**src/sv/lsp_pkg.sv**
```systemverilog
// Shared types, constants and the half-degree sine table of the lidar scan point generator.
// Used by every module of the block; it depends on nothing else.

package lsp_pkg;

  // Fixed-point format of the sine table: unsigned Q1.F.
  localparam int TRIG_FRAC_BITS = 15;
  localparam int TRIG_W = TRIG_FRAC_BITS + 1;

  // Field widths.
  localparam int RANGE_W = 16;
  localparam int DEG_W = 8;
  localparam int POS_W = 17;
  localparam int CNT_W = 7;

  // Product widths of the shared multiplier.
  localparam int P1_W = RANGE_W + TRIG_W;
  localparam int PROD_W = P1_W + TRIG_W;

  // Sine table: sin(k/2 degrees) for k = 0..180.
  localparam int TAB_DEPTH = 181;
  localparam int TAB_IDX_W = 8;
  localparam int TRIG_ANG_W = 10;

  localparam logic [DEG_W-1:0] ANGLE_LIMIT = 8'd180;

  // Register map.
  localparam int APB_ADDR_W = 4;
  localparam logic [1:0] REG_ANGLE_MAX = 2'd0;
  localparam logic [1:0] REG_VERT_MIN = 2'd1;
  localparam logic [1:0] REG_CALIB_PERIOD = 2'd2;

  localparam logic [DEG_W-1:0] ANGLE_MAX_RST = 8'd180;
  localparam logic [DEG_W-1:0] VERT_MIN_RST = 8'd20;
  localparam logic [CNT_W-1:0] CALIB_PERIOD_RST = 7'd100;

  // Q30 constants used while the table is built.
  localparam longint unsigned PI_Q30 = 64'd3373259426;
  localparam longint unsigned ONE_Q30 = 64'd1 << 30;

  typedef logic [TRIG_W-1:0] sine_tab_t [0:TAB_DEPTH-1];

  // Configuration registers as seen by the scan sequencer.
  typedef struct packed {
    logic [DEG_W-1:0] angle_max;
    logic [DEG_W-1:0] vert_min;
    logic [CNT_W-1:0] calib_period;
  } cfg_t;

  // Flags that one step of the scan produces.
  typedef struct packed {
    logic calib_next;
    logic scan_end;
  } step_info_t;

  // Truncating quotient by shift and subtract; only evaluated while the table is built.
  function automatic longint unsigned quot64(longint unsigned num, longint unsigned den);
    longint unsigned q;
    longint unsigned r;
    q = '0;
    r = '0;
    for (int i = 63; i >= 0; i--) begin
      r = {r[62:0], num[i]};
      if (r >= den) begin
        r = r - den;
        q[i] = 1'b1;
      end
    end
    return q;
  endfunction

  // Build the table by a Taylor series in Q30, evaluated at elaboration.
  function automatic sine_tab_t build_sine_tab();
    sine_tab_t tab;
    longint unsigned x;
    longint unsigned x2;
    longint unsigned term;
    longint unsigned div;
    longint sum;
    for (int k = 0; k < TAB_DEPTH; k++) begin
      x = quot64(64'(k) * PI_Q30 + 64'd180, 64'd360);
      x2 = (x * x + (64'd1 << 29)) >> 30;
      term = x;
      sum = longint'(x);
      for (int n = 1; n <= 10; n++) begin
        div = 64'((2 * n) * (2 * n + 1));
        term = quot64((term * x2 + (64'd1 << 29)) >> 30, div);
        if (n[0]) begin
          sum = sum - longint'(term);
        end else begin
          sum = sum + longint'(term);
        end
      end
      if (sum < 0) begin
        sum = 0;
      end
      if (sum > longint'(ONE_Q30)) begin
        sum = longint'(ONE_Q30);
      end
      tab[k] = TRIG_W'((64'(sum) + (64'd1 << (29 - TRIG_FRAC_BITS)))
                       >> (30 - TRIG_FRAC_BITS));
    end
    return tab;
  endfunction

  localparam sine_tab_t SINE_TAB = build_sine_tab();

  // Apply a sign to a magnitude and give the 17-bit two's complement field.
  function automatic logic [POS_W-1:0] apply_sign(logic [POS_W-1:0] mag, logic neg);
    return neg ? (~mag + POS_W'(1)) : mag;
  endfunction

  // Round a product of d, sine and cosine (2F fraction bits) half up.
  function automatic logic [POS_W-1:0] round_q2(logic [PROD_W-1:0] prod);
    logic [PROD_W:0] sum;
    sum = {1'b0, prod} + ((PROD_W + 1)'(1) << (2 * TRIG_FRAC_BITS - 1));
    return POS_W'(sum >> (2 * TRIG_FRAC_BITS));
  endfunction

  // Round a product of d and one sine (F fraction bits) half up.
  function automatic logic [POS_W-1:0] round_q1(logic [PROD_W-1:0] prod);
    logic [PROD_W:0] sum;
    sum = {1'b0, prod} + ((PROD_W + 1)'(1) << (TRIG_FRAC_BITS - 1));
    return POS_W'(sum >> TRIG_FRAC_BITS);
  endfunction

endpackage

```
**src/sv/lsp_trig.sv**
```systemverilog
// Half-degree sine lookup with quadrant folding and a registered result.
// Depends on lsp_pkg for the sine table and widths.

module lsp_trig (
  input  logic                             clk,
  input  logic [lsp_pkg::TRIG_ANG_W-1:0]   angle,
  output logic [lsp_pkg::TRIG_W-1:0]       mag,
  output logic                             neg
);

  logic [lsp_pkg::TRIG_ANG_W-1:0] fold;
  logic                           fold_neg;

  // Fold the angle (half degrees, below 720) into the first quadrant.
  always_comb begin
    if (angle <= 10'd180) begin
      fold = angle;
      fold_neg = 1'b0;
    end else if (angle <= 10'd360) begin
      fold = 10'd360 - angle;
      fold_neg = 1'b0;
    end else if (angle <= 10'd540) begin
      fold = angle - 10'd360;
      fold_neg = 1'b1;
    end else begin
      fold = 10'd720 - angle;
      fold_neg = 1'b1;
    end
  end

  // Table read, registered.
  always_ff @(posedge clk) begin
    mag <= lsp_pkg::SINE_TAB[fold[lsp_pkg::TAB_IDX_W-1:0]];
    neg <= fold_neg;
  end

endmodule

```
**src/sv/lsp_mul.sv**
```systemverilog
// Shared multiplier of the point datapath with a registered product.
// Depends on lsp_pkg for the operand and product widths.

module lsp_mul (
  input  logic                        clk,
  input  logic                        en,
  input  logic [lsp_pkg::P1_W-1:0]    a,
  input  logic [lsp_pkg::TRIG_W-1:0]  b,
  output logic [lsp_pkg::PROD_W-1:0]  prod
);

  // One product per cycle while en is high; the result holds while en is low.
  always_ff @(posedge clk) begin
    if (en) begin
      prod <= lsp_pkg::PROD_W'(a) * lsp_pkg::PROD_W'(b);
    end
  end

endmodule

```
**src/sv/lsp_scan.sv**
```systemverilog
// Serpentine scan position and calibration counter.
// Depends on lsp_pkg for the configuration and step flag structs.

module lsp_scan (
  input  logic                          clk,
  input  logic                          rst,
  input  lsp_pkg::cfg_t                 cfg,
  input  logic                          step,
  output logic [lsp_pkg::DEG_W-1:0]     vert_pos,
  output logic [lsp_pkg::DEG_W-1:0]     hori_pos,
  output lsp_pkg::step_info_t           info
);

  logic                         sweep_up;
  logic [lsp_pkg::CNT_W-1:0]    reading_count;
  logic [lsp_pkg::DEG_W-1:0]    vert_pos_next;
  logic [lsp_pkg::DEG_W-1:0]    hori_pos_next;
  logic                         sweep_up_next;
  logic [lsp_pkg::CNT_W-1:0]    reading_count_next;
  logic [lsp_pkg::DEG_W-1:0]    hi;
  logic [lsp_pkg::DEG_W-1:0]    lo;
  logic [lsp_pkg::CNT_W:0]      cnt_inc;
  logic                         scan_end;

  // Effective sweep limits.
  always_comb begin
    hi = (cfg.angle_max > lsp_pkg::ANGLE_LIMIT) ? lsp_pkg::ANGLE_LIMIT : cfg.angle_max;
    lo = (cfg.vert_min > hi) ? hi : cfg.vert_min;
  end

  // Next position along the scan.
  always_comb begin
    vert_pos_next = vert_pos;
    hori_pos_next = hori_pos;
    sweep_up_next = sweep_up;
    scan_end = 1'b0;
    if (!sweep_up) begin
      if (vert_pos > lo) begin
        vert_pos_next = vert_pos - 8'd1;
      end else begin
        hori_pos_next = hori_pos + 8'd1;
        vert_pos_next = lo;
        sweep_up_next = 1'b1;
      end
    end else begin
      if (vert_pos < hi) begin
        vert_pos_next = vert_pos + 8'd1;
      end else begin
        if (hori_pos >= hi) begin
          scan_end = 1'b1;
          hori_pos_next = '0;
        end else begin
          hori_pos_next = hori_pos + 8'd1;
        end
        vert_pos_next = hi;
        sweep_up_next = 1'b0;
      end
    end
  end

  // Calibration counter; a zero period behaves like a period of one.
  always_comb begin
    cnt_inc = {1'b0, reading_count} + (lsp_pkg::CNT_W + 1)'(1);
    if (scan_end || (cnt_inc >= {1'b0, cfg.calib_period})) begin
      reading_count_next = '0;
    end else begin
      reading_count_next = cnt_inc[lsp_pkg::CNT_W-1:0];
    end
    info.calib_next = (reading_count_next == '0);
    info.scan_end = scan_end;
  end

  // Position state.
  always_ff @(posedge clk) begin
    if (rst) begin
      vert_pos <= lsp_pkg::ANGLE_LIMIT;
      hori_pos <= '0;
      sweep_up <= 1'b0;
      reading_count <= '0;
    end else if (step) begin
      vert_pos <= vert_pos_next;
      hori_pos <= hori_pos_next;
      sweep_up <= sweep_up_next;
      reading_count <= reading_count_next;
    end
  end

endmodule

```
**src/sv/lidar_scan_point_generator_top.sv**
```systemverilog
// Top level of the lidar scan point generator: APB registers, sequencer and output stage.
// Depends on lsp_pkg, lsp_scan, lsp_trig and lsp_mul.
//
// Usage: each word on the input stream (s_*) is one range reading in centimetres. The block
// tags it with the current serpentine scan position, converts it to x, y and z using the
// half-degree sine table, and sends one word on the output stream (m_*). m_tlast marks the
// last point of a full scan, m_tuser says the next reading should be bias-corrected.
// A new reading is taken only once the sequencer has finished the last one: the shared
// multiplier forms d*sin(v), then x, y and z one after another, each after a registered
// table lookup. s_tready is high only while the sequencer waits for a reading.
// The output word sits in a register; the next reading is accepted while it waits, and a
// finished point waits in the last sequencer step until the receiver takes the earlier one.
// Reset (rst, synchronous) puts the registers at 180, 20 and 100, starts the scan at
// horizontal 0 and vertical 180 sweeping down, clears the counter and empties the output.
// The APB port writes registers at byte addresses 0, 4 and 8; pready is always high.
// Configuration should be written only while no reading is in flight; the block does not enforce it.

module lidar_scan_point_generator_top (
  input  logic        clk,
  input  logic        rst,
  // APB configuration port
  input  logic        psel,
  input  logic        penable,
  input  logic        pwrite,
  input  logic [lsp_pkg::APB_ADDR_W-1:0] paddr,
  input  logic [31:0] pwdata,
  output logic [31:0] prdata,
  output logic        pready,
  // Input stream
  input  logic        s_tvalid,
  output logic        s_tready,
  input  logic [15:0] s_tdata,   // [15:0] range_reading
  // Output stream
  output logic        m_tvalid,
  input  logic        m_tready,
  output logic [87:0] m_tdata,   // [16:0] pos_x, [33:17] pos_y, [50:34] pos_z,
                                 // [66:51] range_echo, [74:67] vert_deg, [82:75] hori_deg,
                                 // [87:83] zero
  output logic        m_tuser,   // [0] calibrate_next
  output logic        m_tlast    // scan_end
);

  typedef enum logic [2:0] {
    S_IDLE,
    S_LK_SV,
    S_MUL_P,
    S_MUL_X,
    S_MUL_Y,
    S_MUL_Z,
    S_RND_Y,
    S_DONE
  } state_t;

  state_t                           state;
  lsp_pkg::cfg_t                    cfg;
  lsp_pkg::step_info_t              step_info;
  lsp_pkg::step_info_t              item_info;
  logic [lsp_pkg::DEG_W-1:0]        vert_pos;
  logic [lsp_pkg::DEG_W-1:0]        hori_pos;
  logic [lsp_pkg::RANGE_W-1:0]      reading;
  logic [lsp_pkg::DEG_W-1:0]        vert_deg;
  logic [lsp_pkg::DEG_W-1:0]        hori_deg;
  logic [lsp_pkg::TRIG_ANG_W-1:0]   trig_angle;
  logic [lsp_pkg::TRIG_W-1:0]       trig_mag;
  logic                             trig_neg;
  logic                             mul_en;
  logic [lsp_pkg::P1_W-1:0]         mul_a;
  logic [lsp_pkg::PROD_W-1:0]       prod;
  logic [lsp_pkg::P1_W-1:0]         p1;
  logic                             neg_s;
  logic                             neg_x;
  logic                             neg_y;
  logic                             neg_z;
  logic [lsp_pkg::POS_W-1:0]        pos_x;
  logic [lsp_pkg::POS_W-1:0]        pos_y;
  logic [lsp_pkg::POS_W-1:0]        out_x;
  logic [lsp_pkg::POS_W-1:0]        out_y;
  logic [lsp_pkg::POS_W-1:0]        out_z;
  logic [lsp_pkg::RANGE_W-1:0]      out_echo;
  logic [lsp_pkg::DEG_W-1:0]        out_vert;
  logic [lsp_pkg::DEG_W-1:0]        out_hori;
  logic                             accept;
  logic                             out_free;
  logic                             cfg_wr;

  assign accept = s_tvalid && s_tready;
  assign out_free = !m_tvalid || m_tready;
  assign s_tready = (state == S_IDLE);
  assign pready = 1'b1;
  assign cfg_wr = psel && penable && pwrite && pready;

  // Register reads.
  always_comb begin
    unique case (paddr[3:2])
      lsp_pkg::REG_ANGLE_MAX:    prdata = 32'(cfg.angle_max);
      lsp_pkg::REG_VERT_MIN:     prdata = 32'(cfg.vert_min);
      lsp_pkg::REG_CALIB_PERIOD: prdata = 32'(cfg.calib_period);
      default:                   prdata = '0;
    endcase
  end

  // Register writes.
  always_ff @(posedge clk) begin
    if (rst) begin
      cfg.angle_max <= lsp_pkg::ANGLE_MAX_RST;
      cfg.vert_min <= lsp_pkg::VERT_MIN_RST;
      cfg.calib_period <= lsp_pkg::CALIB_PERIOD_RST;
    end else if (cfg_wr) begin
      unique case (paddr[3:2])
        lsp_pkg::REG_ANGLE_MAX:    cfg.angle_max <= pwdata[lsp_pkg::DEG_W-1:0];
        lsp_pkg::REG_VERT_MIN:     cfg.vert_min <= pwdata[lsp_pkg::DEG_W-1:0];
        lsp_pkg::REG_CALIB_PERIOD: cfg.calib_period <= pwdata[lsp_pkg::CNT_W-1:0];
        default: ;
      endcase
    end
  end

  lsp_scan u_scan (
    .clk      (clk),
    .rst      (rst),
    .cfg      (cfg),
    .step     (accept),
    .vert_pos (vert_pos),
    .hori_pos (hori_pos),
    .info     (step_info)
  );

  // Table angle for the lookup whose result the next step uses.
  always_comb begin
    unique case (state)
      S_LK_SV: trig_angle = lsp_pkg::TRIG_ANG_W'(vert_deg);
      S_MUL_P: trig_angle = {1'b0, hori_deg, 1'b0} + 10'd180;
      S_MUL_X: trig_angle = {1'b0, hori_deg, 1'b0};
      S_MUL_Y: trig_angle = lsp_pkg::TRIG_ANG_W'(vert_deg) + 10'd180;
      default: trig_angle = lsp_pkg::TRIG_ANG_W'(vert_deg);
    endcase
  end

  lsp_trig u_trig (
    .clk   (clk),
    .angle (trig_angle),
    .mag   (trig_mag),
    .neg   (trig_neg)
  );

  // Multiplier operand select: the range, or the range times sin(v).
  always_comb begin
    unique case (state)
      S_MUL_X: mul_a = prod[lsp_pkg::P1_W-1:0];
      S_MUL_Y: mul_a = p1;
      default: mul_a = lsp_pkg::P1_W'(reading);
    endcase
    mul_en = (state == S_MUL_P) || (state == S_MUL_X) ||
             (state == S_MUL_Y) || (state == S_MUL_Z);
  end

  lsp_mul u_mul (
    .clk  (clk),
    .en   (mul_en),
    .a    (mul_a),
    .b    (trig_mag),
    .prod (prod)
  );

  // Sequencer, working registers and the output stage. The x and y products are rounded in
  // the step after the one that started them; z is rounded in S_DONE as the point is written out.
  always_ff @(posedge clk) begin
    if (rst) begin
      state <= S_IDLE;
      m_tvalid <= 1'b0;
    end else begin
      if (m_tvalid && m_tready && (state != S_DONE)) begin
        m_tvalid <= 1'b0;
      end
      unique case (state)
        S_IDLE: begin
          if (accept) begin
            reading <= s_tdata;
            vert_deg <= vert_pos;
            hori_deg <= hori_pos;
            item_info <= step_info;
            state <= S_LK_SV;
          end
        end
        S_LK_SV: begin
          state <= S_MUL_P;
        end
        S_MUL_P: begin
          neg_s <= trig_neg;
          state <= S_MUL_X;
        end
        S_MUL_X: begin
          p1 <= prod[lsp_pkg::P1_W-1:0];
          neg_x <= neg_s ^ trig_neg;
          state <= S_MUL_Y;
        end
        S_MUL_Y: begin
          pos_x <= lsp_pkg::apply_sign(lsp_pkg::round_q2(prod), neg_x);
          neg_y <= neg_s ^ trig_neg;
          state <= S_MUL_Z;
        end
        S_MUL_Z: begin
          pos_y <= lsp_pkg::apply_sign(lsp_pkg::round_q2(prod), neg_y);
          neg_z <= trig_neg;
          state <= S_RND_Y;
        end
        S_RND_Y: begin
          state <= S_DONE;
        end
        S_DONE: begin
          if (out_free) begin
            out_x <= pos_x;
            out_y <= pos_y;
            out_z <= lsp_pkg::apply_sign(lsp_pkg::round_q1(prod), neg_z);
            out_echo <= reading;
            out_vert <= vert_deg;
            out_hori <= hori_deg;
            m_tuser <= item_info.calib_next;
            m_tlast <= item_info.scan_end;
            m_tvalid <= 1'b1;
            state <= S_IDLE;
          end
        end
        default: state <= S_IDLE;
      endcase
    end
  end

  assign m_tdata = {5'd0, out_hori, out_vert, out_echo, out_z, out_y, out_x};

endmodule
```
**config.mk**
```make
export PLATFORM = sky130hd
export DESIGN_NAME = lidar_scan_point_generator_top
export DESIGN_NICKNAME = d
export VERILOG_FILES = /design/src/sv/lsp_pkg.sv /design/src/sv/lsp_trig.sv /design/src/sv/lsp_mul.sv /design/src/sv/lsp_scan.sv /design/src/sv/lidar_scan_point_generator_top.sv
export SDC_FILE = /design/constraint.sdc
export NUM_CORES = 2
export LEC_CHECK = 0
export BUFFER_PORTS_ARGS = -buffer_cell sky130_fd_sc_hd__buf_2
export CELL_PAD_IN_SITES_DETAIL_PLACEMENT = 1
export CELL_PAD_IN_SITES_GLOBAL_PLACEMENT = 1
export CORE_ASPECT_RATIO = 1.5
export CORE_MARGIN = 3
export CORE_UTILIZATION = 45
export DETAILED_ROUTE_END_ITERATION = 7
export PLACE_DENSITY = 0.78
export SLEW_MARGIN = 30
export SYNTH_ARGS = -nofsm -noshare
export SYNTH_HDL_FRONTEND = slang
export SYNTH_SLANG_ARGS = --single-unit
```
**constraint.sdc**
```tcl
create_clock -name clk -period 8.5 [get_ports clk]
set_input_delay 1.275 -clock clk [delete_from_list [all_inputs] [get_ports clk]]
set_output_delay 1.275 -clock clk [all_outputs]
set_load 0.1 [all_outputs]
```
==> flow_summary.ini <==
[status]
outcome = completed

[logic_synthesis]
ys_types = 88
synth_top_area_share_pct = 24.6
yosysSeqAreaShare_pct = 24.9
ys.flop_type = edfxtp_1
synth_most_common_cell = nand2_1
synth_area_um2 = 34000
netlist_instances = 3655
synth_seq_cells = 304
synth-async-reset-ratio_pct = 0
yosys.area.top_type = fa_1
netlist_top_cells_count = nand2_1 (509), inv_1 (487), fa_1 (417)
synth_edf_count = 236
synth_area_leaders = fa_1 (25%), edfxtp_1 (21%), ha_1 (7.1%)
syn_avg_cell_area_um2 = 9.29
synth_warnings = 0

[die]
start_util_pct = 45.7
die-width_um = 230
core_um2 = 74300
dieArea_um2 = 78900
pin_count = 184
rows = 122
die_h_um = 342

[place]
portBuffers = 127
gp_congestion = 0.970
place_hpwl_mm = 84.1

[setup_path]
cp_data_arrival_time_ns = 8.42
slowest_delay_ns = 0.56
required_ns = 8.78
cpLargestDelayFamily = adder cells
cp_max_fo = 17
cpMostUsedCell = fa_1
cp-end-kind = flop
cpMaxStageDelayCell = fa_1
crit_type = reg -> reg
start_kind = flop
path_buf_inv = 6

[drt]
vias_per_cell = 5.84
totalWireLength_mm = 109
drt_iter0_drc = 1754
dr.pass1.iters = 5
ant_nets = 0
wire_per_inst_um = 23.1
num_vias = 27693
drc = 0

[sta]
finalHoldViolCount = 0
fin_skew_ns = 0.0315
finalSetupTns_ns = 0
layout_min_cycle_time_ns = 8.14
setup_viol = 0
tightest_slew_ns = 1.00
fin_crit_sh_pct = 95.7
rsz0062_at_grt = false
timing.fmax_mhz = 123
max_slew_margin_pct = 31.2
final_max_slew_viol_count = 0

[clock_network]
htree_num_levels = 2
cts_root_buf = clkbuf_16
insertion_delay_ns = 0.55
path_clk_slew_ns = 0.06
ctsHoldBuffers = 0
cts_inserted_buffers = 34
tritoncts = built
clockBufferDepth = 3
clock_sink_count = 304

[global_route]
first_global_vias = 30821
grt_first_pass_wirelength_mm = 172
grt_max_degree = 77
grt-ovfl-total = 0
antenna_found_initial = 0
grt_usage_pct = 27.8

[finish]
area_growth_pct = 8.94
fillers = 8653
layout.nets = 4394
drive_above_1_share_pct = 9.92

[hold_path]
min_path_type = reg -> reg

[run]
max_cap_violations = 0
## layer usage
layer / global-route usage (%) / vias up / share of wire [%]
met4: 14.8 / 0 / 6.0
met3: 2.58 / 368 / 3.7
met1: 29.6 / 14262 / 35
met2: 53.7 / 860 / 55
met5: 0 / - / 0
li1: - / 12203 / -
## repair_timing
| item | in CTS | in global routing |
|---|---|---|
| pin swaps | 0 | 0 |
| buffers inserted | 0 | 0 |
| cloned | 0 | 0 |
| gates resized for setup | 1 | 16 |
| setup endpoints to repair | 1 | 5 |
## layout make-up
type / instances / area (µm²) / share of cell area [%]
Multi-Input combinational cell: 2647 / 22800 / 61.5
Sequential cell: 304 / 8460 / 22.9
Inverter: 491 / 1840 / 4.98
Timing Repair Buffer: 248 / 1590 / 4.29
Tap cell: 992 / 1240 / 3.35
Clock buffer: 36 / 858 / 2.32
Clock inverter: 24 / 258 / 0.697
Antenna cell: 1 / 2.50 / 0.00676
## registers in the layout (all words and copies together) (netlist names), 8 cells and up
signal and flops:
pos_x 17, out_y 17, out_vert 8, u_scan.hori_pos 8
hori_deg 8, out_echo 16, reading 16, p1 32
u_scan.vert_pos 8, u_trig.mag 16, vert_deg 8, cfg 23
out_x 17, out_z 17, u_mul.prod 47, out_hori 8
pos_y 17
## worst reg2reg max path: cells and delay by family, from the launching register on
kind / cells / cell delay [ns]
adders and majority gates: 7 / 3.41
buffers and inverters: 6 / 0.88
AOI/OAI and AO/OA: 12 / 2.66
DFF: 1 / 0.38
and+or+nand+nor: 3 / 0.44
xor gates and xnor gates: 1 / 0.11
## stage by stage
| stage | util, % | worst slack, ns | hold WS [ns] | instances | area (µm²) |
|---|---|---|---|---|---|
| 2_1_floorplan | - | 0.401 | 0.400 | 3683 | 34100 |
| 3_3_place_gp | 48.2 | 0.327 | 0.402 | 4680 | 35800 |
| 3_5_place_dp | 48.2 | 0.0372 | 0.406 | 4681 | 35800 |
| 4_1_cts | 49.7 | 0.0545 | 0.420 | 4741 | 37000 |
| 5_1_grt | 49.8 | 0.0495 | 0.427 | 4742 | 37000 |
| 6_report | 49.8 | 0.363 | 0.421 | 4743 | 37000 |
## worst paths after layout
path | startpoint | to | slack (ns) | depth (start not counted)
hold reg to reg | pos_y[2]$_DFFE_PP_ | out_y[2]$_DFFE_PP_ | 0.42 | 0
setup reg to reg | state[1]$_SDFFE_PP0P_ | u_mul.prod[46]$_DFFE_PP_ | 0.36 | 29
setup / recovery | state[1]$_SDFFE_PP0P_ | u_mul.prod[46]$_DFFE_PP_ | 0.36 | 29
hold / removal | pos_y[2]$_DFFE_PP_ | out_y[2]$_DFFE_PP_ | 0.42 | 0
## kinds of logic (layout without fill, tap and decap cells)
group	Yosys count	count (layout)	synth area share, %
simple gates	1171	1171	16.4
buf+inv	732	799	8.71
compound gates	634	634	12.8
fa+ha+maj	609	609	31.7
flops	304	304	24.9
xor+xnor	152	152	3.92
mux	51	51	1.60
other cells	2	31	0.0221
## cell usage in the layout (no fill, tap or decap), types with 34 or more instances in the layout
master     count
nand2_1      503
inv_1        487
fa_1         417
edfxtp_1     236
and2_1       224
ha_1         192
nor2_1       152
a21oi_1      147
buf_2        128
buf_4        117
o21ai_0      107
xnor2_1       90
nand3_1       88
dfxtp_1       62
xor2_1        61
nor3_1        55
a22o_1        43
a21o_1        39
a211oi_1      37
mux2i_1       35
clkbuf_16     34
Power is not shown: default switching activity piles up to over one toggle a cycle in this logic, so the estimate is an artifact.
